[src/iirbe_pkg.sv]
`timescale 1ns / 1ps
package iirbe_pkg;

    localparam int BANDS = 10;
    localparam int ORDER = 2;
    localparam int NTAPS = 2 * ORDER + 1;
    localparam int HIST  = 2 * ORDER;

    localparam int BW  = (BANDS > 1) ? $clog2(BANDS) : 1;
    localparam int HW  = $clog2(HIST);
    localparam int SW  = $clog2(NTAPS + HIST + 1);
    localparam int CAW = BW + SW;
    localparam int HAW = BW + HW;
    localparam int CDEPTH = BANDS << SW;
    localparam int HDEPTH = BANDS << HW;

    // per-band operation sequence: feed-forward taps, feedback taps, gain load,
    // low and high gain products
    localparam int OP_FB   = NTAPS;
    localparam int OP_GAIN = NTAPS + HIST;
    localparam int OP_GLO  = OP_GAIN + 1;
    localparam int OP_GHI  = OP_GAIN + 2;
    localparam int NOPS    = OP_GAIN + 3;
    localparam int OW      = $clog2(NOPS);

    localparam logic [1:0] FUNC_FILT = 2'd0;
    localparam logic [1:0] FUNC_FF   = 2'd1;
    localparam logic [1:0] FUNC_FB   = 2'd2;
    localparam logic [1:0] FUNC_GAIN = 2'd3;

    typedef struct packed {
        logic          vld;
        logic          last;
        logic [BW-1:0] band;
        logic [OW-1:0] op;
    } t_tag;

    typedef struct packed {
        logic               vld;
        logic [BW-1:0]      band;
        logic signed [31:0] y;
    } t_ywr;

    typedef struct packed {
        logic               vld;
        logic signed [15:0] sample;
        logic               clipped;
    } t_res;

endpackage

[src/iirbe_mac.sv]
`timescale 1ns / 1ps
module iirbe_mac (
    input  logic                 i_clk,
    input  logic                 i_rst_n,
    input  logic                 i_start,
    input  logic                 i_commit,
    input  logic signed [15:0]   i_x,
    input  iirbe_pkg::t_tag      i_tag,
    input  logic signed [23:0]   i_coef,
    input  logic signed [31:0]   i_hist,
    output iirbe_pkg::t_ywr      o_ywr,
    output iirbe_pkg::t_res      o_res
);

    logic signed [15:0] r_x;
    logic signed [15:0] r_xh [iirbe_pkg::HIST];
    logic [15:0]        r_gain;

    logic signed [23:0] s_a;
    logic signed [31:0] s_b;
    logic [iirbe_pkg::OW-1:0] s_xi;

    logic signed [55:0] r_prod;
    iirbe_pkg::t_tag    r_t2, r_t3, r_t4, r_t5;
    logic               r_t6_last;
    logic signed [63:0] r_ff, r_fb, r_glo, r_gff, r_acc;
    logic signed [31:0] r_y;
    logic signed [39:0] r_total;

    logic signed [63:0] s_p64, s_yr;
    logic signed [39:0] s_tr;

    // operand select for the shared multiplier
    always_comb begin
        s_xi = i_tag.op - iirbe_pkg::OW'(1);
        s_a  = i_coef;
        s_b  = i_hist;
        if (i_tag.op == iirbe_pkg::OW'(0)) begin
            s_b = 32'(r_x);
        end else if (i_tag.op < iirbe_pkg::OW'(iirbe_pkg::OP_FB)) begin
            s_b = 32'(r_xh[s_xi[iirbe_pkg::HW-1:0]]);
        end else if (i_tag.op == iirbe_pkg::OW'(iirbe_pkg::OP_GLO)) begin
            s_a = {2'b00, r_ff[21:0]};
            s_b = {16'b0, r_gain};
        end else if (i_tag.op == iirbe_pkg::OW'(iirbe_pkg::OP_GHI)) begin
            s_a = r_ff[45:22];
            s_b = {16'b0, r_gain};
        end
    end

    always_ff @(posedge i_clk) begin
        if (!i_rst_n) begin
            r_x <= '0;
            for (int i = 0; i < iirbe_pkg::HIST; i++) begin
                r_xh[i] <= '0;
            end
        end else if (i_start) begin
            r_x <= i_x;
        end else if (i_commit) begin
            r_xh[0] <= r_x;
            for (int i = 1; i < iirbe_pkg::HIST; i++) begin
                r_xh[i] <= r_xh[i-1];
            end
        end
    end

    always_ff @(posedge i_clk) begin
        if (!i_rst_n) begin
            r_t2      <= '0;
            r_t3      <= '0;
            r_t4      <= '0;
            r_t5      <= '0;
            r_t6_last <= 1'b0;
        end else begin
            r_t2      <= i_tag;
            r_t3      <= '{vld:  r_t2.vld && (r_t2.op == iirbe_pkg::OW'(iirbe_pkg::OP_GHI)),
                           last: r_t2.last,
                           band: r_t2.band,
                           op:   r_t2.op};
            r_t4      <= r_t3;
            r_t5      <= r_t4;
            r_t6_last <= r_t5.vld && r_t5.last;
        end
    end

    assign s_p64 = 64'(r_prod);
    assign s_yr  = (r_acc + 64'sd524288) >>> 20;
    assign s_tr  = (r_total + 40'sd16) >>> 5;

    always_ff @(posedge i_clk) begin
        r_prod <= s_a * s_b;
        if (i_tag.vld && i_tag.op == iirbe_pkg::OW'(iirbe_pkg::OP_GAIN)) begin
            r_gain <= i_coef[15:0];
        end
        if (r_t2.vld) begin
            if (r_t2.op < iirbe_pkg::OW'(iirbe_pkg::OP_FB)) begin
                r_ff <= ((r_t2.op == iirbe_pkg::OW'(0)) ? 64'sd0 : r_ff) + s_p64;
            end else if (r_t2.op < iirbe_pkg::OW'(iirbe_pkg::OP_GAIN)) begin
                r_fb <= ((r_t2.op == iirbe_pkg::OW'(iirbe_pkg::OP_FB)) ? 64'sd0 : r_fb)
                        + s_p64;
            end else if (r_t2.op == iirbe_pkg::OW'(iirbe_pkg::OP_GLO)) begin
                r_glo <= s_p64;
            end else if (r_t2.op == iirbe_pkg::OW'(iirbe_pkg::OP_GHI)) begin
                r_gff <= r_glo + (s_p64 <<< 22);
            end
        end
        if (r_t3.vld) begin
            r_acc <= ((r_gff + 64'sd512) >>> 10) - r_fb;
        end
        if (r_t4.vld) begin
            if (s_yr > 64'sd2147483647) begin
                r_y <= 32'sh7fffffff;
            end else if (s_yr < -64'sd2147483648) begin
                r_y <= 32'sh80000000;
            end else begin
                r_y <= s_yr[31:0];
            end
        end
        if (r_t5.vld) begin
            r_total <= ((r_t5.band == '0) ? 40'sd0 : r_total) + 40'(r_y);
        end
    end

    assign o_ywr.vld  = r_t5.vld;
    assign o_ywr.band = r_t5.band;
    assign o_ywr.y    = r_y;

    always_comb begin
        o_res.vld     = r_t6_last;
        o_res.clipped = 1'b1;
        if (s_tr > 40'sd32767) begin
            o_res.sample = 16'sh7fff;
        end else if (s_tr < -40'sd32768) begin
            o_res.sample = 16'sh8000;
        end else begin
            o_res.sample  = s_tr[15:0];
            o_res.clipped = 1'b0;
        end
    end

endmodule
[config.mk]
export PLATFORM = sky130hd
export DESIGN_NAME = iirbe_mac
export DESIGN_NICKNAME = d
export VERILOG_FILES = /design/src/iirbe_pkg.sv /design/src/iirbe_mac.sv
export SDC_FILE = /design/constraint.sdc
export NUM_CORES = 2
export LEC_CHECK = 0
export BUFFER_PORTS_ARGS = -buffer_cell sky130_fd_sc_hd__buf_2
export CORE_MARGIN = 10
export CORE_UTILIZATION = 43
export DETAILED_ROUTE_END_ITERATION = 16
export GPL_TIMING_DRIVEN = 0
export PLACE_DENSITY_LB_ADDON = 0.25
export SLEW_MARGIN = 20
export SYNTH_ARGS = -nofsm -noshare
export SYNTH_HDL_FRONTEND = slang
export SYNTH_SLANG_ARGS = --single-unit
[constraint.sdc]
create_clock -name i_clk -period 14.9 [get_ports i_clk]
set_input_delay 2.235 -clock i_clk [delete_from_list [all_inputs] [get_ports i_clk]]
set_output_delay 2.235 -clock i_clk [all_outputs]
set_load 0.02 [all_outputs]
== Yosys cells after proc, flatten, opt, wreduce, memory -nomap -nowiden ==
Memories as Yosys holds them, arrays and structs flattened.
Index checks and enable logic that the tools add are counted.

* Bits in registers: 501
* RAM bits: 64
* Input port bits: 86
* Output and inout port bits: 55
* Word-level logic and storage cells: 90
* Memories kept: 1

* $add $sub $neg: 9
* Multiply operators: 1
* $lt $le $gt $ge: 7
* Equal/unequal tests: 6
* Multiplexer cells: 25
* Bitwise logic cells: 7
* Reduce and logical (&&, ||, !) cells: 10

{| class="wikitable"
|+ Memory list
! memory !! depth !! width !! read ports !! clocked after memory_dff !! wr ports !! RTL line !! text
|-
| r_xh || 4 || 16 || 4 || 0 || 4 || iirbe_mac.sv:16 || <nowiki>logic signed [15:0] r_xh [iirbe_pkg::HIST];</nowiki>
|}

{| class="wikitable"
|+ Operators with widths
! operator !! count
|-
| $mux W32 || 5
|-
| $add A64 B56 Y64 || 2
|-
| $mux W64 || 2
|-
| $mux W16 || 6
|-
| $mux W24 || 4
|-
| $add A56 B64 Y64 || 1
|-
| $add A64 B11 Y64 const B || 1
|-
| $add A64 B21 Y64 const B || 1
|-
| $sub A54 B64 Y64 || 1
|-
| $mul A24 B32 Y56 || 1
|-
| $gt A44 B32 Y1 const B || 1
|-
| $lt A44 B32 Y1 const B || 1
|-
| $add A40 B32 Y40 || 1
|-
| $add A40 B6 Y40 const B || 1
|-
| $mux W40 || 1
|-
| $gt A35 B16 Y1 const B || 1
|-
| $lt A35 B16 Y1 const B || 1
|-
| $eq A4 B4 Y1 const B || 5
|-
| $logic_not A4 Y1 || 3
|-
| $lt A4 B3 Y1 const B || 2
|-
| $mux W1 || 7
|-
| $reduce_and A5 Y1 || 1
|-
| $eq A4 B3 Y1 const B || 1
|-
| $lt A4 B4 Y1 const B || 1
|-
| other kinds (7) || 14
|}

== Logic depth before layout (Yosys ltp) ==
* Depth in word-level cells: 6
* Mapped depth: 39
* Gate-level depth less buffers: 34

== Least setup slack after synthesis ==
No wires, ideal clock.

* Kind: input to register
* Start point: input port i_tag[0] (netlist bit)
* End point: register r_prod[48]
* Library setup time: 126 ps
* Data arrival time: 11575 ps
* Data required time: 14774 ps
* Path slack: 3200 ps
* Stages: 36
* Buffers on the path: 5
* Cells stage by stage: clkbuf_1 -> clkbuf_1 -> inv_1 -> ha_1 -> clkbuf_1 -> buf_1 -> mux4_2 -> nand2_1 -> o21ai_0 -> mux2i_1 -> clkbuf_1 -> nor2_1 -> fa_1 -> inv_1 -> fa_1 -> inv_1 -> fa_1 -> inv_1 -> fa_1 -> inv_1 -> fa_1 -> fa_1 -> inv_1 -> fa_1 -> inv_1 -> ha_1 -> inv_1 -> o32a_1 -> o31a_1 -> a21o_1 -> o31ai_2 -> a31oi_1 -> a21oi_1 -> a41oi_1 -> o311a_1 -> xnor2_1

* Word-level cells in the longest chain between the ends: 6
* Elaborated cells on any way between the ends: 15
* Classes of those cells: 1 x add/sub; 1 x mul; 1 x order compare; 2 x eq/ne; 8 x mux; 1 x reduce/logical; 1 x memory

{| class="wikitable"
|+ RTL lines
! what !! RTL line !! text
|-
| start: declaration || iirbe_mac.sv:8 || <nowiki>input iirbe_pkg::t_tag i_tag,</nowiki>
|-
| branches (longest 5 deep; another with $mem_v2 Z4 W16) || n/a ||
|-
| $mul A24 B32 Y56 * || iirbe_mac.sv:91 || <nowiki>r_prod <= s_a * s_b;</nowiki>
|-
| end signal: assignment || iirbe_mac.sv:91 ||
|-
| end: declaration || iirbe_mac.sv:23 || <nowiki>logic signed [55:0] r_prod;</nowiki>
|}

Mark *: on every way between the ends.
A chain may end at the register's enable or synchronous reset.

== Worst setup path after layout ==
* Start point: input port i_tag[0] (netlist bit)
* End point: register r_prod[55]

The elaborated chain is that of the path after synthesis.

==> reports/metrics.cfg <==
[timing]
rsz0062_at_grt = no
drv_slew = 0
period_needed_ns = 14.28
setup-violations-final = 0
relSlewSlack_pct = 18.5
tightest_slew_ns = 1.22
timing.fmax_mhz = 70.0
hold_violations = 0
holdWs_ns = 0.415
skew_ns = 0.0245
timing.final.crit_share_pct = 95.9

[placement]
portBuffers = 139
dpl-instance-area_sq_um = 63600
gp_congestion = 0.999
dpl.hpwl_mm = 159
dp.cells = 8480

[clock_network]
cts.sinks = 510
clkTransAtPathRegs_ns = 0.07
cts_buffer_depth = 3
postCtsSetupBuffers = 0
cts_buffers = 53
cts_hold_buf = 0
clock_latency_ns = 0.63
cts_root_buf = clkbuf_16
htreeDepth = 2
cts_resized = 0
cts_tree = done

[outcome]
status = finished clean

[worst_hold_path]
hold_depth = 0
hp-class = flop to flop
min-delay-start = r_glo[14]$_DFFE_PP_

[global_routing]
grt_util_all_layers_pct = 24.4
grt_pass1_wl_mm = 295
gr-total-overflow = 0
grt_max_degree = 45
grt_pass1_vias = 47824
antenna_found_initial = 5

[route]
drt_wl_total_mm = 192
ant_nets = 0
via_per_inst = 5.49
wl_per_cell_microns = 22.3
drcViolationCount = 0
drtIter0Drc = 4120
drt_first_pass_iters = 9
vias = 47112

[layout]
regArea_sq_um = 14300
fin_area_sq_um = 65500
layout_commonest_cell = inv_1
instances_no_fill = 8583
final_cell_mix = 989 x inv_1, 787 x fa_1, 688 x nand2_1
final_nets = 7940
final.fill_count = 13356
final_core_util_pct = 47.1
area_growth_pct = 8.93
drive_above_1_share_pct = 5.44
multi_input_area_sq_um = 41200

[yosys]
synth_top_family_by_area = adder cells
netlist_instances = 6447
synth_edf_count = 409
yosys_warnings = 0
synth-simple-area-share_pct = 14.8
ys_seq_area_share_pct = 23.8
ys.flop_type = edfxtp_1
synth.avg_cell_area_sq_um = 9.33
synthAdderAreaFrac_pct = 34.7
synth_mux_area_share_pct = 1.68
synthArstFlopShare_pct = 0
synth_compound_area_share_pct = 11.6
synth_cell_types = 94
synth_xor_area_share_pct = 5.67
yosys_register_bits = 510
syn_area_sq_um = 60100
synth_fp_nets = 7727

[die]
dieArea_sq_um = 155000
die_y_microns = 394
rows = 137
design.core.area_sq_um = 139000
initial_core_util_pct = 43.2
ios = 141
die_x_microns = 394

[setup_path]
critPathCaptureType = flop
cp-start-kind = primary input
rrSetupSlack_ns = 4.05
cpPeakStageDelay_ns = 0.93
critPathSlowestCell = fa_1
worst-setup-path-type = primary input to flop
crit_path_start = i_tag[0]
reg2reg_to = r_prod[55]$_DFF_P_
critPathRequiredTime_ns = 15.40
critPathMaxFanout = 10
reg2reg_depth = 27
worstPathArrival_ns = 14.79
r2r_start = r_xh[2][15]$_SDFFCE_PN0P_
cp-endpoint = r_prod[55]$_DFF_P_

[run]
maxCapViolCount = 0

registers in the layout (all words and copies together) (netlist names), 5 cells and up:
register  count
r_total      40
r_t4          6
r_t3          6
r_y          32
o_ywr         5
r_glo        47
r_prod       56
r_gff        55
r_t2         10
r_gain       16
r_xh         64
r_acc        45
r_fb         64
r_x          16
r_ff         46
layout make-up:
| class | instances | share of cell area [%] |
|---|---|---|
| Timing Repair Buffer | 158 | 1.51 |
| Buffer | 248 | 1.49 |
| Antenna cell | 3 | 0.0115 |
| Clock buffer | 68 | 2.35 |
| Multi-Input combinational cell | 4699 | 63.0 |
| Clock inverter | 31 | 0.573 |
| Inverter | 990 | 5.67 |
| Sequential cell | 510 | 21.8 |
| Tap cell | 1876 | 3.58 |
kinds of logic (layout without fill, tap and decap cells):
kind of cell               count (synthesis)  in the layout
xor gates and xnor gates                 387            387
buffers and inverters                   1238           1495
muxes                                     79             79
other                                      0              3
adders and majority gates               1194           1194
DFF                                      510            510
and+or+nand+nor                         1936           1936
AOI/OAI and AO/OA                       1103           1103
metrics by stage:
step           setup slack (ns)  TNS (ns)
4_1_cts                   0.659         0
5_1_grt                   0.129         0
2_1_floorplan              3.20         0
3_3_place_gp             -0.196    -0.196
6_report                  0.616         0
3_5_place_dp             0.0184         0
how the worst min path moves through the flow:
stage / slack (ns) / endpoint
finish: 0.42 / r_gff[14]$_DFFE_PP_
global route: 0.43 / r_gff[13]$_DFFE_PP_
floorplan: 0.40 / r_gff[10]$_DFFE_PP_
global placement: 0.40 / r_gff[10]$_DFFE_PP_
detailed placement: 0.41 / r_gff[15]$_DFFE_PP_
CTS: 0.42 / r_gff[15]$_DFFE_PP_
layer usage:
metal | up-vias | part of all wire, % | track usage, %
met4 | 4 | 4.9 | 10.1
met1 | 23274 | 43 | 33.5
met2 | 1866 | 43 | 37.5
li1 | 21567 | - | -
met3 | 401 | 8.9 | 5.01
met5 | - | 0.031 | 0
cells in the mapped netlist (17+ instances only):
| master | count | area [sq um] |
|---|---|---|
| a31oi_1 | 39 | 244 |
| nor2_1 | 555 | 2080 |
| clkbuf_1 | 225 | 845 |
| xnor2_1 | 239 | 2090 |
| and2_1 | 122 | 763 |
| fa_1 | 787 | 15800 |
| o21ai_0 | 237 | 1190 |
| o21a_1 | 57 | 428 |
| o21ai_1 | 24 | 120 |
| inv_1 | 989 | 3710 |
| mux2_2 | 17 | 191 |
| nor3_1 | 70 | 350 |
| mux2i_1 | 46 | 460 |
| nand2_1 | 688 | 2580 |
| nand2b_1 | 48 | 300 |
| xor2_1 | 147 | 1290 |
| o21bai_1 | 46 | 345 |
| nor2b_1 | 126 | 788 |
| ha_1 | 407 | 5090 |
| a21oi_1 | 326 | 1630 |
| and3_1 | 57 | 357 |
| nand3_1 | 113 | 566 |
| nand4_1 | 62 | 388 |
| o22ai_1 | 17 | 106 |
| edfxtp_1 | 409 | 12300 |
| a211oi_1 | 22 | 165 |
| o22a_1 | 17 | 149 |
| a21o_1 | 179 | 1340 |
| dfxtp_1 | 101 | 2020 |
worst max-delay path, delay by kind of cell:
| family | cells | cell delay [ns] |
|---|---|---|
| AND/OR/NAND/NOR | 6 | 2.06 |
| buffers and inverters | 13 | 3.56 |
| AO/OA/AOI/OAI | 3 | 1.30 |
| XOR/XNOR | 1 | 0.14 |
| adder cells (fa/ha/maj) | 9 | 4.82 |
| multiplexers | 1 | 0.61 |
Power is not shown: default switching activity piles up to over one toggle a cycle in this logic, so the estimate is an artifact.
